## config.mk

```make
export PLATFORM = sky130hd
export DESIGN_NAME = mf3_back
export DESIGN_NICKNAME = d
export VERILOG_FILES = /design/src/hw/rtl/mf3_pkg.sv /design/src/hw/rtl/mf3_back.sv
export SDC_FILE = /design/constraint.sdc
export NUM_CORES = 2
export LEC_CHECK = 0
export BUFFER_PORTS_ARGS = -buffer_cell sky130_fd_sc_hd__clkbuf_2
export CORE_MARGIN = 2
export CORE_UTILIZATION = 59
export DETAILED_ROUTE_END_ITERATION = 16
export GPL_ROUTABILITY_DRIVEN = 0
export PLACE_DENSITY = 0.79
export SETUP_SLACK_MARGIN = 0.4
export SYNTH_ARGS = -nofsm -noshare
export SYNTH_HDL_FRONTEND = slang
export SYNTH_SLANG_ARGS = --single-unit
```

## constraint.sdc

```tcl
create_clock -name clk -period 13.47 [get_ports clk]
set_input_delay 2.694 -clock clk [delete_from_list [all_inputs] [get_ports clk]]
set_output_delay 2.694 -clock clk [all_outputs]
set_load 0.05 [all_outputs]
```

## src/hw/rtl/mf3_pkg.sv

```systemverilog
// Shared types, constants and the 3x3 median function for the RGB median filter.
`timescale 1ns / 1ps
package mf3_pkg;
  localparam int MaxWidthDef = 2048;
  localparam logic [11:0] WidthReset = 12'd640;
  localparam logic [15:0] HeightReset = 16'd480;
  localparam logic CfgIdxWidth = 1'b0;
  localparam logic CfgIdxHeight = 1'b1;
  localparam logic CmdPixel = 1'b0;
  localparam logic CmdDrain = 1'b1;

  typedef logic [23:0] pix_t;

  // Work item handed from the front part to the back part.
  typedef struct packed {
    logic emit_pend;   // emit row-end output from the old window first
    logic emit_pend_last;
    logic load_col0;   // fill the whole window with the new column
    logic emit_new;    // emit after shifting in the new column
    logic ld_new;      // any new column at all
    pix_t t;
    pix_t m;
    pix_t b;
  } mf3_op_t;

  function automatic logic [7:0] med3(input logic [7:0] a, input logic [7:0] b,
                                      input logic [7:0] c);
    logic [7:0] lo, hi;
    lo = (a < b) ? a : b;
    hi = (a < b) ? b : a;
    if (c <= lo) med3 = lo;
    else if (c >= hi) med3 = hi;
    else med3 = c;
  endfunction

  function automatic logic [7:0] max3(input logic [7:0] a, input logic [7:0] b,
                                      input logic [7:0] c);
    logic [7:0] x;
    x = (a > b) ? a : b;
    max3 = (x > c) ? x : c;
  endfunction

  function automatic logic [7:0] min3(input logic [7:0] a, input logic [7:0] b,
                                      input logic [7:0] c);
    logic [7:0] x;
    x = (a < b) ? a : b;
    min3 = (x < c) ? x : c;
  endfunction

  // Classic column sort / row select median of nine.
  function automatic logic [7:0] med9(input logic [71:0] v);
    logic [7:0] a0, a1, a2, b0, b1, b2, c0, c1, c2;
    a0 = min3(v[7:0], v[15:8], v[23:16]);
    a1 = med3(v[7:0], v[15:8], v[23:16]);
    a2 = max3(v[7:0], v[15:8], v[23:16]);
    b0 = min3(v[31:24], v[39:32], v[47:40]);
    b1 = med3(v[31:24], v[39:32], v[47:40]);
    b2 = max3(v[31:24], v[39:32], v[47:40]);
    c0 = min3(v[55:48], v[63:56], v[71:64]);
    c1 = med3(v[55:48], v[63:56], v[71:64]);
    c2 = max3(v[55:48], v[63:56], v[71:64]);
    med9 = med3(max3(a0, b0, c0), med3(a1, b1, c1), min3(a2, b2, c2));
  endfunction
endpackage

```

## src/hw/rtl/mf3_back.sv

```systemverilog
// Back part: 3x3 window register, median of each channel and the result queue.
`timescale 1ns / 1ps
module mf3_back (
  input  logic clk,
  input  logic rst_n,
  input  logic op_valid,
  input  mf3_pkg::mf3_op_t op,
  output logic op_ready,
  output logic out_empty,
  input  logic out_pop,
  output logic [7:0] out_chan0_out,
  output logic [7:0] out_chan1_out,
  output logic [7:0] out_chan2_out,
  output logic out_frame_end
);
  import mf3_pkg::*;
  localparam int QD = 4;

  pix_t win_r [9];
  pix_t win_nxt [9];
  pix_t mid [9];
  logic [24:0] res_q_r [QD];
  logic [1:0] wp_r, rp_r;
  logic [2:0] cnt_r;
  // registered median stage
  logic ev_r, el_r;
  pix_t mw_r [9];
  logic [2:0] ev_cnt;
  logic e_any, e_last, take;
  logic [24:0] res;

  // worst case two stage items plus two queued: need room for two
  assign ev_cnt = {2'b0, ev_r};
  assign op_ready = (cnt_r + ev_cnt) <= 3'(QD - 2);
  assign take = op_valid && op_ready;

  always_comb begin
    for (int i = 0; i < 6; i++) mid[i] = win_r[i + 3];
    mid[6] = win_r[6];
    mid[7] = win_r[7];
    mid[8] = win_r[8];
    for (int i = 0; i < 9; i++) win_nxt[i] = op.emit_pend ? mid[i] : win_r[i];
    if (op.ld_new) begin
      if (op.load_col0) begin
        for (int k = 0; k < 3; k++) begin
          win_nxt[k * 3] = op.t;
          win_nxt[k * 3 + 1] = op.m;
          win_nxt[k * 3 + 2] = op.b;
        end
      end else begin
        for (int i = 0; i < 6; i++) win_nxt[i] = win_nxt[i + 3];
        win_nxt[6] = op.t;
        win_nxt[7] = op.m;
        win_nxt[8] = op.b;
      end
    end
  end

  // at most one emit per item: row-end flush emits the shifted old window
  assign e_any = op.emit_pend || op.emit_new;
  assign e_last = op.emit_pend_last;

  always_ff @(posedge clk) begin
    if (take) begin
      for (int i = 0; i < 9; i++) win_r[i] <= win_nxt[i];
      for (int i = 0; i < 9; i++) mw_r[i] <= op.emit_pend ? mid[i] : win_nxt[i];
      el_r <= e_last;
    end
  end

  always_comb begin
    logic [71:0] v0, v1, v2;
    for (int i = 0; i < 9; i++) begin
      v0[i*8 +: 8] = mw_r[i][7:0];
      v1[i*8 +: 8] = mw_r[i][15:8];
      v2[i*8 +: 8] = mw_r[i][23:16];
    end
    res = {el_r, med9(v2), med9(v1), med9(v0)};
  end

  always_ff @(posedge clk) begin
    if (!rst_n) begin
      ev_r <= 1'b0;
      wp_r <= '0;
      rp_r <= '0;
      cnt_r <= '0;
    end else begin
      ev_r <= take && e_any;
      if (ev_r) wp_r <= wp_r + 2'd1;
      if (out_pop && !out_empty) rp_r <= rp_r + 2'd1;
      cnt_r <= cnt_r + {2'b0, ev_r} - {2'b0, out_pop && !out_empty};
    end
  end

  always_ff @(posedge clk) begin
    if (ev_r) res_q_r[wp_r] <= res;
  end

  assign out_empty = cnt_r == 3'd0;
  assign {out_frame_end, out_chan2_out, out_chan1_out, out_chan0_out} = res_q_r[rp_r];

  assert property (@(posedge clk) disable iff (!rst_n)
    cnt_r <= 3'(QD)) else $error("result queue overflow");
  assert property (@(posedge clk) disable iff (!rst_n)
    (cnt_r == 3'(QD)) |-> !op_ready) else $error("ready while queue full");
  assert property (@(posedge clk) disable iff (!rst_n)
    (take && e_any) |=> ev_r) else $error("emit lost");
endmodule

```

; ---- After elaboration in Yosys (flattened, before gate mapping)
; Memory sizes are Yosys's and may differ from the RTL's. A register that Yosys moved wholly into a read port is not among the register bits.
; Cells that the tools add are included.
[word_totals]
regBits = 9
mem_bits_rw = 532
mem_count = 3
[classes]
add_sub_neg = 4
order_cmp = 85
n_mux = 122
n_reduce_logical = 6
[memory_table]
columns = name, depth, word_bits, rd, rd_ports_with_merged_regs, wr, line
row1 = mw_r, 9, 24, 9, 0, 9, mf3_back.sv:27  ; pix_t mw_r [9];
row2 = win_r, 9, 24, 9, 0, 9, mf3_back.sv:19  ; pix_t win_r [9];
row3 = res_q_r, 4, 25, 1, 1, 1, mf3_back.sv:22  ; logic [24:0] res_q_r [QD];
[op_table]
columns = op, count
row1 = two-way mux 8 bit, 99
row2 = two-way mux 216 bit, 2
row3 = two-way mux 24 bit, 15
row4 = less-than comparator 8 bit, 30
row5 = > comparator 8 bit, 24
row6 = greater-or-equal comparator 8 bit, 15
row7 = <= comparator 8 bit, 15
row8 = adder 2 x 1 -> 2 bit (second input constant), 2
row9 = two-way mux 1 bit, 4
row10 = two-way mux 2 bit, 2
row11 = adder 3 x 1 -> 3 bit, 1
row12 = <= comparator 3 x 2 -> 1 bit (second input constant), 1
row13 = logical AND 1 bit, 3
row14 = zero test 3 bit, 1
row15 = subtractor 3 x 1 -> 3 bit, 1
row16 = zero test 1 bit, 1
row17 = logical OR 1 bit, 1

; ---- Depth between registers and ports, before layout
; An unclocked memory read counts as a cell.
[logic_depth]
word_depth = 16
mapped_depth = 71
ltp_nobuf = 68

; ---- Worst setup path before layout
; OpenSTA, ideal clock, no wires.
[synth_timing]
path_type = input to register
from = input op_valid
to = register ev_r
setup_ns = 0.110
arrival_time_ns = 13.354
required_ns = 13.360
setup_slack_ns = 0.006
cell_stages = 2
n_path_buf = 0
path_cell_list = and2_1 > o211a_1
[synth_via]
elab_chain_len = 2
[synth_rtl]
columns = item, line
row1 = "start, declared", mf3_back.sv:6  ; input logic op_valid,
row2 = logical AND 1 bit, mf3_back.sv:35  ; assign take = op_valid && op_ready;
row3 = logical AND 1 bit, mf3_back.sv:88  ; ev_r <= take && e_any;
row4 = "end signal, assigned", mf3_back.sv:88
row5 = "end, declared", mf3_back.sv:26  ; logic ev_r, el_r;
; Every way passes these cells.
; A chain may end at the register's enable or synchronous reset.

==> impl_metrics.ini <==
[global_route]
grt_start_max_net_pins = 221
antenna_found_initial = 6
globalRoute.totalOverflow = 0
grt_first_pass_wirelength_um = 185000
first_global_vias = 34500
grt_usage_pct = 28.5

[cts]
cts_max_path_buffers = 3
clkSinkCount = 543
clk_pin_slew_ns = 0.07
cts-buffers-inserted = 58
clock_tree_from_tritoncts = done
cts.hold.buffers_added = 0
insertion_delay_ns = 0.67
cts.root.buffer_cell = sky130_fd_sc_hd__clkbuf_16
h-tree-depth = 2

[placement]
portBuffers = 107
dp.final_hpwl_um = 88100
post-place-cells = 5854
pre_cts_setup_slack_ns = 0.378

[floorplan]
area_of_the_die_um2 = 80100
dieWidth_um = 283
num_io_pins = 108
rows = 102
core-area_um2 = 77300
initial_utilization_pct = 59.4
die_y_um = 283

[setup_path]
worstPathRequired_ns = 13.86
timing.critical_path.from = mw_r[0][81]
slowest_delay_ns = 0.43
crit_path_top_cell_by_count = sky130_fd_sc_hd__a21o_1
criticalPathCategory = reg2reg
crit_path_start_kind = flip-flop
cp_data_arrival_time_ns = 12.73
worst_path_max_delay_cell = sky130_fd_sc_hd__edfxtp_1
critical_path.max_fanout = 30
timing.critical_path.to_type = flip-flop
reg2reg_from = mw_r[0][81]

[layout]
highest_count_cells_in_the_layout_ignoring_fill_and_taps = sky130_fd_sc_hd__edfxtp_1 (533), sky130_fd_sc_hd__ha_1 (500), sky130_fd_sc_hd__a21oi_1 (464)
final-instance-count-excl-fill = 5980
fillers = 6126
fin_nets = 5469
drive_gt1_share_pct = 16.0
final_util_pct = 64.4
area_growth_syn_to_layout_pct = 8.47
mostFrequentLayoutCell = sky130_fd_sc_hd__edfxtp_1

[synthesis]
synth_flop_cell = sky130_fd_sc_hd__edfxtp_1
post_synth_num_cell_types = 101
postSynthRegisterBits = 543
synth_area_um2 = 45900
cell_count_after_synthesis = 4872
avgSynthCellArea_um2 = 9.43
synth-edff-count = 533
synth_async_sr_flop_share_pct = 0
synth.net_count = 5453
synth_seq_area_share_pct = 35.3
yosys_warnings = 0

[sta]
timing.final.crit_period_ns = 12.34
slew_headroom_pct = 25.7
grt_setup_unrepaired = false
final_max_slew_viol_count = 0
fmax_mhz = 81.1
final_clock_period_utilization_by_the_worst_path_pct = 91.6
clock_tree_skew_after_final_layout_ns = 0.0492
worst_pin_slew_ns = 1.11
final_hold_viol_count = 0
final-setup-viol-count = 0
timing.setup.tns_ns = 0
setup_slack_ns = 1.13

[hold_path]
min-delay-start = el_r
holdCritPathClass = reg2reg

[detailed_routing]
route.detailed.vias_per_inst = 6.19
routed_wirelength_um = 118000
final_antenna_net_count = 0
average_wire_per_cell_in_the_routed_design_um = 19.8
detail_route.first_pass.iterations = 6
dr.first_iter.drc_count = 3424
remaining_drc_errors = 0
num_vias = 37000

[status]
run_status = completed

[run]
timing.max_cap.violations = 0
Yosys cell counts, types with 7 or more instances:
| master | number | area (um2) |
|---|---|---|
| sky130_fd_sc_hd__a31oi_1 | 10 | 62.6 |
| sky130_fd_sc_hd__a21o_1 | 111 | 833 |
| sky130_fd_sc_hd__and2_1 | 26 | 163 |
| sky130_fd_sc_hd__nand2_1 | 287 | 1080 |
| sky130_fd_sc_hd__edfxtp_1 | 533 | 16000 |
| sky130_fd_sc_hd__nor2_1 | 416 | 1560 |
| sky130_fd_sc_hd__a21bo_2 | 71 | 711 |
| sky130_fd_sc_hd__mux4_2 | 25 | 563 |
| sky130_fd_sc_hd__o21ai_0 | 418 | 2090 |
| sky130_fd_sc_hd__a31o_2 | 12 | 105 |
| sky130_fd_sc_hd__or3_1 | 10 | 62.6 |
| sky130_fd_sc_hd__nor2b_1 | 62 | 388 |
| sky130_fd_sc_hd__a21oi_1 | 473 | 2370 |
| sky130_fd_sc_hd__a22oi_1 | 11 | 82.6 |
| sky130_fd_sc_hd__nand4_1 | 42 | 263 |
| sky130_fd_sc_hd__clkbuf_1 | 167 | 627 |
| sky130_fd_sc_hd__dfxtp_1 | 10 | 200 |
| sky130_fd_sc_hd__o21a_1 | 67 | 503 |
| sky130_fd_sc_hd__nor3_1 | 29 | 145 |
| sky130_fd_sc_hd__nand2b_1 | 127 | 795 |
| sky130_fd_sc_hd__o211ai_1 | 80 | 601 |
| sky130_fd_sc_hd__a22o_1 | 7 | 61.3 |
| sky130_fd_sc_hd__mux2_2 | 324 | 3650 |
| sky130_fd_sc_hd__buf_1 | 40 | 150 |
| sky130_fd_sc_hd__mux2i_1 | 254 | 2540 |
| sky130_fd_sc_hd__inv_1 | 444 | 1670 |
| sky130_fd_sc_hd__and3_1 | 23 | 144 |
| sky130_fd_sc_hd__ha_1 | 500 | 6260 |
| sky130_fd_sc_hd__o31ai_1 | 8 | 60.1 |
| sky130_fd_sc_hd__o21ai_1 | 31 | 155 |
| sky130_fd_sc_hd__o22ai_1 | 15 | 93.8 |
| sky130_fd_sc_hd__nand3_1 | 65 | 325 |
| sky130_fd_sc_hd__a221oi_1 | 10 | 87.6 |
| sky130_fd_sc_hd__or2_2 | 10 | 62.6 |
| sky130_fd_sc_hd__a211oi_1 | 20 | 150 |
flip-flops by register name (all words and copies together) (netlist names), named ones only:
signal   cells
cnt_r        3
el_r         1
ev_r         1
mw_r       216
res_q_r    100
rp_r         2
win_r      216
wp_r         2
worst max-delay path: cells and delay by family (launching register included):
| kind | cells | cell delay (ns) |
|---|---|---|
| muxes | 4 | 1.20 |
| and+or+nand+nor | 14 | 1.30 |
| buffers and inverters | 5 | 0.91 |
| adders and majority gates | 6 | 1.71 |
| AOI/OAI and AO/OA | 33 | 6.45 |
| DFF | 1 | 0.43 |
what timing repair did:
item | 4_1_cts | 5_1_grt
buffers inserted | 0 | 9
gates resized for setup | 2 | 62
setup endpoints to repair | 28 | 96
hold endpoints to repair | 0 | 0
pin swaps | 1 | 5
gates cloned | 0 | 5
cells by family after synthesis:
logic type | count (synthesis) | synth area share [%]
flops | 543 | 35.3
buf+inv | 657 | 5.39
fa+ha+maj | 502 | 13.7
simple gates | 1119 | 11.3
compound gates | 1438 | 19.5
xor+xnor | 6 | 0.114
mux | 607 | 14.8
layer usage:
layer / up-vias / global-route usage (%) / part of all wire, %
met3: 258 / 3.69 / 7.2
met1: 17500 / 39.4 / 43
met4: 6 / 10.5 / 3.8
met2: 1332 / 46.1 / 46
met5: - / 0 / 0.025
li1: 17900 / - / -
metrics by stage:
| step | hold slack, ns | instance area, um2 |
|---|---|---|
| 2_1_floorplan | 0.459 | 46000 |
| 3_3_place_gp | 0.482 | 47400 |
| 3_5_place_dp | 0.507 | 47400 |
| 4_1_cts | 0.520 | 49500 |
| 5_1_grt | 0.524 | 49800 |
| 6_report | 0.508 | 49800 |
worst paths after layout:
path | slack (ns) | endpoint | depth (start not counted)
worst min register to register | 0.51 | res_q_r[0][24] | 0
worst min-delay path | 0.51 | res_q_r[0][24] | 0
worst max register to register | 1.13 | res_q_r[2][15] | 62
worst max-delay path | 1.13 | res_q_r[2][15] | 62
final cells by class:
class | instances | area, um2 | area share, %
Multi-Input combinational cell | 3676 | 27600 | 55.4
Sequential cell | 543 | 16200 | 32.5
Inverter | 448 | 1690 | 3.40
Clock buffer | 67 | 1510 | 3.02
Tap cell | 1040 | 1300 | 2.61
Timing Repair Buffer | 161 | 1010 | 2.03
Clock inverter | 42 | 518 | 1.04
Antenna cell | 3 | 7.51 | 0.0151
Power is not shown: default switching activity piles up to over one toggle a cycle in this logic, so the estimate is an artifact.
